**config.mk**
```make
export PLATFORM = sky130hd
export DESIGN_NAME = playfair_cipher_encrypt
export DESIGN_NICKNAME = d
export VERILOG_FILES = /design/src/rtl/pcenc_pkg.sv /design/src/rtl/pcenc_ram.sv /design/src/rtl/pcenc_outbuf.sv /design/src/rtl/pcenc_ctrl.sv /design/src/rtl/playfair_cipher_encrypt.sv
export SDC_FILE = /design/constraint.sdc
export NUM_CORES = 1
export LEC_CHECK = 0
export BUFFER_PORTS_ARGS = -buffer_cell sky130_fd_sc_hd__buf_2
export CAP_MARGIN = 20
export CORE_UTILIZATION = 45
export DETAILED_ROUTE_END_ITERATION = 16
export SYNTH_ARGS = -nofsm -noshare
export SYNTH_HDL_FRONTEND = slang
export SYNTH_SLANG_ARGS = --single-unit
```
**constraint.sdc**
```tcl
create_clock -name i_clk -period 5.1 [get_ports i_clk]
set_input_delay 0.51 -clock i_clk [delete_from_list [all_inputs] [get_ports i_clk]]
set_output_delay 0.51 -clock i_clk [all_outputs]
set_load 0.03 [all_outputs]
```
**src/rtl/pcenc_pkg.sv**
```systemverilog
// Shared types, constants and helper functions of the Playfair encryption block.
`default_nettype none

package pcenc_pkg;

    // Letter codes, A=0 .. Z=25
    localparam logic [4:0] CODE_I    = 5'd8;
    localparam logic [4:0] CODE_J    = 5'd9;
    localparam logic [4:0] CODE_Q    = 5'd16;
    localparam logic [4:0] CODE_X    = 5'd23;
    localparam logic [4:0] LAST_CODE = 5'd25;

    // Square geometry
    localparam int         SQ_DEPTH   = 25;
    localparam int         POS_DEPTH  = 26;
    localparam int         SQ_AW      = $clog2(SQ_DEPTH);
    localparam int         POS_AW     = $clog2(POS_DEPTH);
    localparam logic [4:0] CELLS      = 5'd25;
    localparam logic [4:0] LAST_CELL  = 5'd24;
    localparam logic [2:0] LAST_INDEX = 3'd4;

    // Stream widths
    localparam int DATA_W = 8;
    localparam int CMD_W  = 3;

    typedef enum logic [2:0] {
        CMD_KEY_START  = 3'd0,
        CMD_KEY_LETTER = 3'd1,
        CMD_KEY_FINISH = 3'd2,
        CMD_PLAIN      = 3'd3,
        CMD_MSG_END    = 3'd4
    } t_cmd;

    typedef struct packed {
        logic       pair_end;
        logic [4:0] cipher_letter;
    } t_out_word;

    typedef struct packed {
        logic      load;
        t_out_word word;
    } t_out_req;

    // Slot among the 25 square letters, J folded out
    function automatic logic [4:0] slot_of(input logic [4:0] code);
        return (code > CODE_J) ? code - 5'd1 : code;
    endfunction

    function automatic logic [4:0] code_of_slot(input logic [4:0] slot);
        return (slot <= CODE_I) ? slot : slot + 5'd1;
    endfunction

    function automatic logic [4:0] filler_for(input logic [4:0] code);
        return (code == CODE_X) ? CODE_Q : CODE_X;
    endfunction

    // Step a row or column index by one, wrapping at the edge
    function automatic logic [2:0] inc_wrap(input logic [2:0] x);
        return (x == LAST_INDEX) ? 3'd0 : x + 3'd1;
    endfunction

    function automatic logic [2:0] row_of(input logic [4:0] p);
        logic [2:0] r;
        priority if (p >= 5'd20) r = 3'd4;
        else if (p >= 5'd15)     r = 3'd3;
        else if (p >= 5'd10)     r = 3'd2;
        else if (p >= 5'd5)      r = 3'd1;
        else                     r = 3'd0;
        return r;
    endfunction

    function automatic logic [4:0] cell_of(input logic [2:0] r, input logic [2:0] c);
        return {r, 2'b00} + {2'b00, r} + {2'b00, c};
    endfunction

    function automatic logic [2:0] col_of(input logic [4:0] p);
        logic [4:0] base;
        logic [4:0] diff;
        base = cell_of(row_of(p), 3'd0);
        diff = p - base;
        return diff[2:0];
    endfunction

endpackage

`default_nettype wire

```
**src/rtl/pcenc_ram.sv**
```systemverilog
// Generic single-write, single-read RAM with registered read data.
`default_nettype none

module pcenc_ram #(
    parameter int WIDTH = 5,
    parameter int DEPTH = 25
) (
    input  wire logic                     i_clk,
    input  wire logic                     i_we,
    input  wire logic [$clog2(DEPTH)-1:0] i_waddr,
    input  wire logic [WIDTH-1:0]         i_wdata,
    input  wire logic [$clog2(DEPTH)-1:0] i_raddr,
    output logic      [WIDTH-1:0]         o_rdata
);

    logic [WIDTH-1:0] r_mem [DEPTH];

    // Write port and registered read port
    always_ff @(posedge i_clk) begin
        if (i_we) begin
            r_mem[i_waddr] <= i_wdata;
        end
        o_rdata <= r_mem[i_raddr];
    end

endmodule

`default_nettype wire

```
**src/rtl/pcenc_outbuf.sv**
```systemverilog
// Output register of the cipher word stream.
`default_nettype none

module pcenc_outbuf (
    input  wire logic                i_clk,
    input  wire logic                i_rst_n,
    input  wire pcenc_pkg::t_out_req i_req,
    output logic                     o_free,
    output logic                     o_m_tvalid,
    input  wire logic                i_m_tready,
    output logic [pcenc_pkg::DATA_W-1:0] o_m_tdata,
    output logic                     o_m_tlast
);

    logic                 r_valid;
    pcenc_pkg::t_out_word r_word;

    assign o_free     = !r_valid || i_m_tready;
    assign o_m_tvalid = r_valid;
    assign o_m_tdata  = {{(pcenc_pkg::DATA_W - 5){1'b0}}, r_word.cipher_letter};
    assign o_m_tlast  = r_word.pair_end;

    // Load a new word or drop the one taken
    always_ff @(posedge i_clk) begin
        if (!i_rst_n) begin
            r_valid <= 1'b0;
        end else if (i_req.load) begin
            r_valid <= 1'b1;
        end else if (i_m_tready) begin
            r_valid <= 1'b0;
        end
    end

    // Hold payload while not loading
    always_ff @(posedge i_clk) begin
        if (i_req.load) begin
            r_word <= i_req.word;
        end
    end

endmodule

`default_nettype wire

```
**src/rtl/pcenc_ctrl.sv**
```systemverilog
// Sequencer: key square build, pairing and lookups in the square memories.
`default_nettype none

module pcenc_ctrl (
    input  wire logic                   i_clk,
    input  wire logic                   i_rst_n,
    input  wire logic                   i_valid,
    output logic                        o_ready,
    input  wire logic [pcenc_pkg::CMD_W-1:0] i_cmd,
    input  wire logic [4:0]             i_letter,
    input  wire logic                   i_out_free,
    output pcenc_pkg::t_out_req         o_out_req
);

    typedef enum logic [2:0] {
        S_IDLE, S_FILL, S_POSA, S_POSB, S_SQ1, S_SQ2, S_OUT1, S_OUT2
    } t_state;

    t_state      r_state, n_state;
    logic [24:0] r_seen, n_seen;
    logic [4:0]  r_fill, n_fill;
    logic        r_key_ready, n_key_ready;
    logic [4:0]  r_pend, n_pend;
    logic        r_pend_valid, n_pend_valid;
    logic [4:0]  r_scan, n_scan;
    logic [4:0]  r_b, n_b;
    logic [4:0]  r_pa, n_pa;
    logic [4:0]  r_c2, n_c2;
    logic [4:0]  r_q1, n_q1;
    logic [4:0]  r_q2, n_q2;

    logic [4:0] w_code;
    logic [4:0] w_slot;
    logic       w_in_range;
    logic       w_we;
    logic [4:0] w_wcode;
    logic [4:0] w_pair_a;
    logic [4:0] w_pair_b;
    logic       w_start_pair;

    logic [pcenc_pkg::POS_AW-1:0] w_pos_raddr;
    logic [4:0]                   w_pos_rdata;
    logic [pcenc_pkg::SQ_AW-1:0]  w_sq_raddr;
    logic [4:0]                   w_sq_rdata;

    logic [2:0] w_ra, w_ca, w_rb, w_cb;
    logic [4:0] w_c1, w_c2;

    assign o_ready    = (r_state == S_IDLE);
    assign w_code     = (i_letter == pcenc_pkg::CODE_J) ? pcenc_pkg::CODE_I : i_letter;
    assign w_slot     = pcenc_pkg::slot_of(w_code);
    assign w_in_range = (w_code <= pcenc_pkg::LAST_CODE);

    // Cipher cells from the two positions: row shift, column shift or rectangle
    always_comb begin
        w_ra = pcenc_pkg::row_of(r_pa);
        w_ca = pcenc_pkg::col_of(r_pa);
        w_rb = pcenc_pkg::row_of(w_pos_rdata);
        w_cb = pcenc_pkg::col_of(w_pos_rdata);
        if (w_ra == w_rb) begin
            w_c1 = pcenc_pkg::cell_of(w_ra, pcenc_pkg::inc_wrap(w_ca));
            w_c2 = pcenc_pkg::cell_of(w_rb, pcenc_pkg::inc_wrap(w_cb));
        end else if (w_ca == w_cb) begin
            w_c1 = pcenc_pkg::cell_of(pcenc_pkg::inc_wrap(w_ra), w_ca);
            w_c2 = pcenc_pkg::cell_of(pcenc_pkg::inc_wrap(w_rb), w_cb);
        end else begin
            w_c1 = pcenc_pkg::cell_of(w_ra, w_cb);
            w_c2 = pcenc_pkg::cell_of(w_rb, w_ca);
        end
    end

    // Read addresses: position lookups first, then square lookups
    assign w_pos_raddr = (r_state == S_POSA) ? r_b : w_pair_a;
    assign w_sq_raddr  = (r_state == S_SQ1) ? r_c2 : w_c1;

    // Key square: cell -> letter
    pcenc_ram #(.WIDTH(5), .DEPTH(pcenc_pkg::SQ_DEPTH)) u_square (
        .i_clk   (i_clk),
        .i_we    (w_we),
        .i_waddr (r_fill),
        .i_wdata (w_wcode),
        .i_raddr (w_sq_raddr),
        .o_rdata (w_sq_rdata)
    );

    // Letter position: letter -> cell
    pcenc_ram #(.WIDTH(5), .DEPTH(pcenc_pkg::POS_DEPTH)) u_position (
        .i_clk   (i_clk),
        .i_we    (w_we),
        .i_waddr (w_wcode),
        .i_wdata (r_fill),
        .i_raddr (w_pos_raddr),
        .o_rdata (w_pos_rdata)
    );

    // Next state: writes only in the key phase, reads only in the text phase
    always_comb begin
        n_state      = r_state;
        n_seen       = r_seen;
        n_fill       = r_fill;
        n_key_ready  = r_key_ready;
        n_pend       = r_pend;
        n_pend_valid = r_pend_valid;
        n_scan       = r_scan;
        n_b          = r_b;
        n_pa         = r_pa;
        n_c2         = r_c2;
        n_q1         = r_q1;
        n_q2         = r_q2;
        w_we         = 1'b0;
        w_wcode      = w_code;
        w_pair_a     = r_pend;
        w_pair_b     = w_code;
        w_start_pair = 1'b0;
        o_out_req    = '0;

        unique case (r_state)
            S_IDLE: begin
                if (i_valid) begin
                    unique case (i_cmd)
                        pcenc_pkg::CMD_KEY_START: begin
                            n_seen       = '0;
                            n_fill       = '0;
                            n_key_ready  = 1'b0;
                            n_pend       = '0;
                            n_pend_valid = 1'b0;
                        end
                        pcenc_pkg::CMD_KEY_LETTER: begin
                            if (!r_key_ready && w_in_range && !r_seen[w_slot]) begin
                                n_seen[w_slot] = 1'b1;
                                if (r_fill < pcenc_pkg::CELLS) begin
                                    w_we   = 1'b1;
                                    n_fill = r_fill + 5'd1;
                                end
                            end
                        end
                        pcenc_pkg::CMD_KEY_FINISH: begin
                            if (!r_key_ready) begin
                                n_scan  = '0;
                                n_state = S_FILL;
                            end
                        end
                        pcenc_pkg::CMD_PLAIN: begin
                            if (r_key_ready && w_in_range) begin
                                if (!r_pend_valid) begin
                                    n_pend       = w_code;
                                    n_pend_valid = 1'b1;
                                end else if (r_pend == w_code) begin
                                    // doubled letter: split by filler, letter keeps waiting
                                    w_pair_a     = w_code;
                                    w_pair_b     = pcenc_pkg::filler_for(w_code);
                                    w_start_pair = 1'b1;
                                end else begin
                                    n_pend_valid = 1'b0;
                                    w_start_pair = 1'b1;
                                end
                            end
                        end
                        pcenc_pkg::CMD_MSG_END: begin
                            if (r_key_ready && r_pend_valid) begin
                                w_pair_b     = pcenc_pkg::filler_for(r_pend);
                                n_pend_valid = 1'b0;
                                w_start_pair = 1'b1;
                            end
                        end
                        default: ;
                    endcase
                    if (w_start_pair) begin
                        n_b     = w_pair_b;
                        n_state = S_POSA;
                    end
                end
            end
            S_FILL: begin
                // place the unseen letters in alphabet order
                w_wcode = pcenc_pkg::code_of_slot(r_scan);
                if (!r_seen[r_scan]) begin
                    n_seen[r_scan] = 1'b1;
                    if (r_fill < pcenc_pkg::CELLS) begin
                        w_we   = 1'b1;
                        n_fill = r_fill + 5'd1;
                    end
                end
                if (r_scan == pcenc_pkg::LAST_CELL) begin
                    n_key_ready  = 1'b1;
                    n_pend_valid = 1'b0;
                    n_state      = S_IDLE;
                end else begin
                    n_scan = r_scan + 5'd1;
                end
            end
            S_POSA: begin
                n_pa    = w_pos_rdata;
                n_state = S_POSB;
            end
            S_POSB: begin
                n_c2    = w_c2;
                n_state = S_SQ1;
            end
            S_SQ1: begin
                n_q1    = w_sq_rdata;
                n_state = S_SQ2;
            end
            S_SQ2: begin
                n_q2    = w_sq_rdata;
                n_state = S_OUT1;
            end
            S_OUT1: begin
                if (i_out_free) begin
                    o_out_req.load                = 1'b1;
                    o_out_req.word.pair_end       = 1'b0;
                    o_out_req.word.cipher_letter  = r_q1;
                    n_state                       = S_OUT2;
                end
            end
            S_OUT2: begin
                if (i_out_free) begin
                    o_out_req.load                = 1'b1;
                    o_out_req.word.pair_end       = 1'b1;
                    o_out_req.word.cipher_letter  = r_q2;
                    n_state                       = S_IDLE;
                end
            end
        endcase
    end

    // Control state
    always_ff @(posedge i_clk) begin
        if (!i_rst_n) begin
            r_state      <= S_IDLE;
            r_seen       <= '0;
            r_fill       <= '0;
            r_key_ready  <= 1'b0;
            r_pend       <= '0;
            r_pend_valid <= 1'b0;
            r_scan       <= '0;
        end else begin
            r_state      <= n_state;
            r_seen       <= n_seen;
            r_fill       <= n_fill;
            r_key_ready  <= n_key_ready;
            r_pend       <= n_pend;
            r_pend_valid <= n_pend_valid;
            r_scan       <= n_scan;
        end
    end

    // Pair datapath
    always_ff @(posedge i_clk) begin
        r_b  <= n_b;
        r_pa <= n_pa;
        r_c2 <= n_c2;
        r_q1 <= n_q1;
        r_q2 <= n_q2;
    end

    // A finished key has every letter placed once
    a_key_full: assert property (@(posedge i_clk) disable iff (!i_rst_n)
        r_key_ready |-> ((&r_seen) && (r_fill == pcenc_pkg::CELLS)))
        else $error("key ready with an incomplete square");

    // A waiting letter exists only in the text phase
    a_pend_phase: assert property (@(posedge i_clk) disable iff (!i_rst_n)
        r_pend_valid |-> r_key_ready)
        else $error("waiting letter outside the text phase");

    // The fill sweep runs only while the key is open
    a_fill_phase: assert property (@(posedge i_clk) disable iff (!i_rst_n)
        (r_state == S_FILL) |-> (!r_key_ready && !r_pend_valid))
        else $error("fill sweep after key finish");

    // The last fill step closes the key
    a_fill_end: assert property (@(posedge i_clk) disable iff (!i_rst_n)
        (r_state == S_FILL && r_scan == pcenc_pkg::LAST_CELL) |=>
            (r_key_ready && r_state == S_IDLE))
        else $error("fill sweep did not close the key");

endmodule

`default_nettype wire

```
**src/rtl/playfair_cipher_encrypt.sv**
```systemverilog
// Top level of the Playfair encryption block.
`default_nettype none

// Playfair encryption over letter codes A=0..Z=25. Input words carry the
// command in tuser and the letter in tdata; output words carry one cipher
// letter each, with tlast set on the second letter of a pair. The key
// square and the letter-to-cell map live in two small RAMs. key_finish
// fills the unplaced letters one square cell per cycle through the
// single write port. A plain letter or message_end that closes a pair
// runs two position reads and two square reads, one after the other on
// each RAM's single read port, then two loads into the output register,
// which wait while the output side stalls. The next input word is taken
// as soon as the second cipher letter sits in the output register.
module playfair_cipher_encrypt (
    input  wire logic        i_clk,
    input  wire logic        i_rst_n,
    input  wire logic        i_s_tvalid,
    output logic             o_s_tready,
    input  wire logic [7:0]  i_s_tdata,  // [4:0] letter
    input  wire logic [2:0]  i_s_tuser,  // [2:0] command
    output logic             o_m_tvalid,
    input  wire logic        i_m_tready,
    output logic [7:0]       o_m_tdata,  // [4:0] cipher_letter
    output logic             o_m_tlast
);

    pcenc_pkg::t_out_req w_out_req;
    logic                w_out_free;

    pcenc_ctrl u_ctrl (
        .i_clk      (i_clk),
        .i_rst_n    (i_rst_n),
        .i_valid    (i_s_tvalid),
        .o_ready    (o_s_tready),
        .i_cmd      (i_s_tuser),
        .i_letter   (i_s_tdata[4:0]),
        .i_out_free (w_out_free),
        .o_out_req  (w_out_req)
    );

    pcenc_outbuf u_outbuf (
        .i_clk      (i_clk),
        .i_rst_n    (i_rst_n),
        .i_req      (w_out_req),
        .o_free     (w_out_free),
        .o_m_tvalid (o_m_tvalid),
        .i_m_tready (i_m_tready),
        .o_m_tdata  (o_m_tdata),
        .o_m_tlast  (o_m_tlast)
    );

endmodule

`default_nettype wire
```
After elaboration in Yosys (flattened, before gate mapping)
Memories as Yosys holds them, arrays and structs flattened. A register that Yosys moved wholly into a read port is not among the register bits. Cells that the tools add are included.

Add/sub/neg operators: 19. Magnitude comparators: 16. Equal/unequal tests: 40. Muxes and demuxes: 101. Bitwise gates (word level): 2. Reduce and logical (&&, ||, !) cells: 22.

Operator list (number): $mux W5 (30); $pmux W25 S2 (2); $mux W25 (3); $mux W3 (19); $add A5 B3 Y5 (10); $or A25 B25 Y25 (2); $pmux W5 S2 (5); $mux W1 (29); $eq A3 B3 Y1 const B (9); $pmux W3 S8 (1); $ge A5 B4 Y1 const B (4); $eq A5 B5 Y1 const B (3); $reduce_and A5 Y1 (3); $mux W7 (2); $pmux W7 S2 (1); $add A3 B1 Y3 const B (4); $eq A3 B2 Y1 const B (4); $lt A5 B6 Y1 const B (2); $ne A2 B1 Y1 const B (6); $reduce_and A6 Y1 (2); $add A5 B1 Y5 const B (2); $bmux W1 S5 (2); $demux W1 S5 (2); $ge A5 B1 Y1 const B (2); 26 further kinds (51).

Bits in registers: 77. Bits in writable memories: 255. Input port bits: 15. Output and inout port bits: 11. Word-level logic and storage cells: 217. Memories kept: 2.

Memories: u_ctrl.u_position.r_mem (depth 26, bits a word 5, read ports 1, clocked after memory_dff 1, write ports 1, line pcenc_ram.sv:16) `logic [WIDTH-1:0] r_mem [DEPTH];`; u_ctrl.u_square.r_mem (depth 25, bits a word 5, read ports 1, clocked after memory_dff 1, write ports 1, line pcenc_ram.sv:16).

Depth between registers and ports, before layout
Depth in word-level cells: 14. Gate-level depth with buffers: 22. Gate-level depth less buffers: 22.

Hierarchy
From an unflattened synthesis, not the netlist that was laid out.

Cell total of the unflattened synthesis: 1272. Area total of the unflattened synthesis: 16373.2 µm².

Modules (own cells, without submodules): pcenc_ctrl (times used 1, cells an instance 671, area each 5674.2 µm², seq. area each 1651.6 µm²); pcenc_ram at u_ctrl.u_position (times used 1, cells an instance 315, area each 5365.1 µm², seq. area each 4003.8 µm²); pcenc_ram at u_ctrl.u_square (times used 1, cells an instance 272, area each 5078.6 µm², seq. area each 3853.7 µm²); pcenc_outbuf (times used 1, cells an instance 14, area each 255.2 µm², seq. area each 200.2 µm²).

Worst setup path before layout
Ideal clock, no wire load.

Path type: register to register. Start point: reg u_ctrl.r_pa[3]. End point: reg u_ctrl.u_square.o_rdata[3], read port of u_ctrl.u_square.r_mem. Setup time: 0.128 ns. Arrival time: 4.437 ns. Required time: 4.972 ns. Path slack: 0.535 ns. Cell stages (with the launch flop): 20. Path buffers: 0. Period minus slack after synthesis: 4.565 ns. Cell sequence: edfxtp_1 > inv_2 > maj3_2 > a221o_1 > and2_1 > ha_1 > inv_1 > fa_1 > xnor2_1 > fa_1 > ha_1 > a21o_1 > a21oi_1 > xnor2_1 > mux2i_1 > o211ai_1 > or3b_1 > o22a_1 > o211ai_1 > a211oi_2.

Cells in the longest elaborated chain, start to end: 12. Elaborated cells on any way between the ends: 25. Those cells by class: add/sub: 8; order compare: 4; eq/ne: 4; mux: 9.

Ends and longest elaborated chain: start: declaration (line pcenc_ctrl.sv:27) `logic [4:0] r_pa, n_pa;`; start signal: assignment (line pcenc_ctrl.sv:251) `r_pa <= n_pa;`; $ge A5 B3 Y1 (line pcenc_pkg.sv:67) `else if (p >= 5'd5) r = 3'd1;`; $mux W1 (line pcenc_pkg.sv:67); $mux W3 (line pcenc_pkg.sv:66) `else if (p >= 5'd10) r = 3'd2;`; $mux W3 (line pcenc_pkg.sv:65) `else if (p >= 5'd15) r = 3'd3;`; $mux W3 (*) (line pcenc_pkg.sv:64) `priority if (p >= 5'd20) r = 3'd4;`; $add A5 B3 Y5, or another cell as far along (line pcenc_pkg.sv:73) `return {r, 2'b00} + {2'b00, r} + {2'b00, c};`; $sub A3 B3 Y3 / $mux W3 (equally long branches) (line pcenc_pkg.sv:80, pcenc_pkg.sv:59); $add A3 B1 Y3, or another cell as far along (line pcenc_pkg.sv:59) `return (x == LAST_INDEX) ? 3'd0 : x + 3'd1;`; $mux W3 / $add A5 B3 Y5 (equally long branches) (line pcenc_pkg.sv:59, pcenc_pkg.sv:73); $add A5 B3 Y5 / $mux W5 (equally long branches) (line pcenc_pkg.sv:73, pcenc_ctrl.sv:63); $mux W5 (*) (line pcenc_ctrl.sv:60) `if (w_ra == w_rb) begin`; $mux W5 (*) (line pcenc_ctrl.sv:74) `assign w_sq_raddr = (r_state == S_SQ1) ? r_c2 : w_c1;`; end: declaration (line pcenc_ram.sv:13) `output logic [WIDTH-1:0] o_rdata`.

Every way passes the cells marked *; elsewhere a longest branch is shown, timed or not. A chain may end at the register's enable or synchronous reset.

Final worst setup path
Ends and elaborated chain as after synthesis.

==> flow_summary.toml <==
[outcome]
outcome = "finished clean"

[sta]
fmax_mhz = 209
min_period_over_period = 0.938
final.setup.tns_ps = 0
drv_slew = 0
slew_headroom = 0.322
hold_violations = 0
min_period_ps = 4780
setup_ws_ps = 318
worstMarginPinSlew_ps = 998
grt_setup_unrepaired = "false"
setup_viol = 0
fin_skew_ps = 20.6

[logic_synthesis]
synth_top_area_cell = "edfxtp_1"
synth_top_cells_by_area = "edfxtp_1 51%, dfxtp_1 6.6%, nand2_1 5.3%, nor2_1 3.0%, ha_1 2.9%"
synth-seq-cells = 342
synth.avg_cell_area_um2 = 11.0
synth.most_common_cell = "edfxtp_1"
synth_top_area_share = 0.507
yosys_most_used_dff = "edfxtp_1"
synthArstFlopShare = 0
netlist_instances = 1542
yosys_warnings = 0
ys_types = 90
synth_area_mm2 = 0.0169
yosysSeqAreaShare = 0.573
synth_edf_count = 286
synth_common_cells = "286 x edfxtp_1, 241 x nand2_1, 137 x nor2_1"

[drt]
first_pass_iters = 5
ant_nets = 0
wl_met3_um = 1910
drt-met1-wl_um = 18500
drcViolationCount = 0
wirelength_um = 40700
wl_per_cell_um = 19.6
top_layer = "met4"
vias_per_cell = 5.80
wl_met2_um = 19200
vias = 12100
drtIter0Drc = 939

[cells_and_area]
regMostFlops = "u_ctrl.u_position.r_mem"
top_regs = "u_ctrl.u_position.r_mem: 130 flops, u_ctrl.u_square.r_mem: 125 flops, u_ctrl.r_seen: 25 flops"
final_nets = 1650
drive_above_1_share = 0.134
synthToLayoutAreaGrowth_pct = 13.6
largest_reg_flops = 130
fin_area_mm2 = 0.0192
diodes = 0

[cts]
clk_pin_slew_ps = 60
post_cts_buffers = 0
cts_max_level = 2
cts_tree = "done"
clkLatencyLatePin_ps = 550
cts-root-buf = "clkbuf_16"
clock_sinks = 342
cts_buffers = 39
clockBufferDepth = 3
cts_hold_buf = 0
post_cts_resized = 0

[global_route]
grt_pass1_wl_um = 64400
antenna_found_initial = 0
grtUsageTotal = 0.215
grt_max_degree = 61
grt_overflow = 0
grt_pass1_vias = 11800

[setup_path]
startpoint_type = "flop"
cp-end-kind = "flop"
criticalPathCategory = "reg2reg"
arrival_ps = 5200
path_max_fanout = 7
cp.required_ps = 5510
ff2ff_path_depth = 20

[power]
switchingPower_uw = 4650
leakagePower_uw = 0.00691
p_seq_frac = 0.278
p_per_area_mw_per_mm2 = 609
power.total_uw = 11700
peakVddDrop_v = 0.000425
clkPwrFrac = 0.250
p_int_uw = 7060
comb_power_share = 0.472
power.share.switching = 0.397

[run]
maxCapViolations = 0

[placement]
portBuffers = 19
dpl.hpwl_um = 26700
post-place-ws_ps = 327
place_area_mm2 = 0.0179
globalplace.congestion = 0.867

[hold_path]
whs_path_depth = 3
hold_class = "in2reg"

[floorplan]
start_util = 0.461
dieArea_mm2 = 0.0384
rows = 70
coreArea_mm2 = 0.0368
die_w_um = 196
io_pins = 26
die-height_um = 196
-- power by group through the flow --
stage               Clock [uW]  Sequential (uW)  Combinational (uW)
CTS                       2990             3260                5540
floorplan                    0             3280                3990
global placement             0             3310                5420
global route              3090             3270                6130
detailed placement           0             3320                5500
finish                    2930             3260                5520
-- path summary, 6_finish.rpt --
path	startpoint	endpoint	slack, ps
worst min-delay path	i_m_tready	u_outbuf.o_m_tvalid$_SDFFE_PN0P_	330
worst max register to register	u_ctrl.r_pa[3]$_DFFE_PP_	u_ctrl.u_square.o_rdata[3]$_DFF_P_	320
worst max-delay path	u_ctrl.r_pa[3]$_DFFE_PP_	u_ctrl.u_square.o_rdata[3]$_DFF_P_	320
worst min register to register	u_ctrl.u_square.o_rdata[1]$_DFF_P_	u_ctrl.r_q2[1]$_DFFE_PP_	480
-- layout by cell type, fill, tap and decap left out, types with 12 or more instances in the layout --
cell and count:
a211oi_1 39, a21boi_0 15, a21oi_1 76, a22o_1 12
a31oi_1 20, a32oi_1 27, and2_1 27, buf_2 19
buf_4 73, clkbuf_16 40, dfxtp_1 56, edfxtp_1 286
ha_1 39, inv_1 36, mux2i_1 15, nand2_1 240
nand3_1 60, nor2_1 137, nor2b_1 22, nor3_1 14
o211ai_1 12, o21ai_0 80, xnor2_1 13
-- cells by family after synthesis --
| logic type | after synthesis | synth area share |
|---|---|---|
| other | 1 | 0.000221 |
| DFF | 342 | 0.573 |
| AOI/OAI and AO/OA | 380 | 0.154 |
| muxes | 33 | 0.0252 |
| adders and majority gates | 50 | 0.0413 |
| buffers and inverters | 133 | 0.0335 |
| and+or+nand+nor | 578 | 0.159 |
| xor gates and xnor gates | 25 | 0.0140 |
-- metal layers --
| metal | vias to the layer above | global-route usage |
|---|---|---|
| met5 | - | 0 |
| met4 | 0 | 0.0796 |
| met3 | 73 | 0.0291 |
| met2 | 332 | 0.350 |
| met1 | 5885 | 0.295 |
| li1 | 5783 | - |
-- worst max-delay path, stage by stage (launching register included) --
cell and delay (ps):
edfxtp_1 460, inv_2 60, maj3_2 300, a221o_1 350
and2_1 160, ha_1 170, inv_1 80, fa_1 540
inv_1 170, ha_1 180, nor2_1 50, mux2_2 260
ha_1 310, a21oi_1 170, xor2_1 150, a31oi_1 90
o21ai_1 160, or3b_1 490, o22a_1 260, o211ai_1 160
a211oi_2 80
-- stage by stage --
stage          utilization  hold slack (ps)  instances
2_1_floorplan            -              404       1544
3_3_place_gp         0.485              476       2011
3_5_place_dp         0.486              462       2012
4_1_cts              0.522              303       2082
5_1_grt              0.523              340       2083
6_report             0.523              330       2083
-- layout make-up --
type	count	area (um2)
Clock buffer	43	1010
Clock inverter	27	332
Fill cell	3219	17500
Inverter	38	143
Multi-Input combinational cell	1069	6730
Sequential cell	342	9710
Tap cell	468	586
Timing Repair Buffer	96	731
Note: power is estimated with default switching activity, not from simulation.
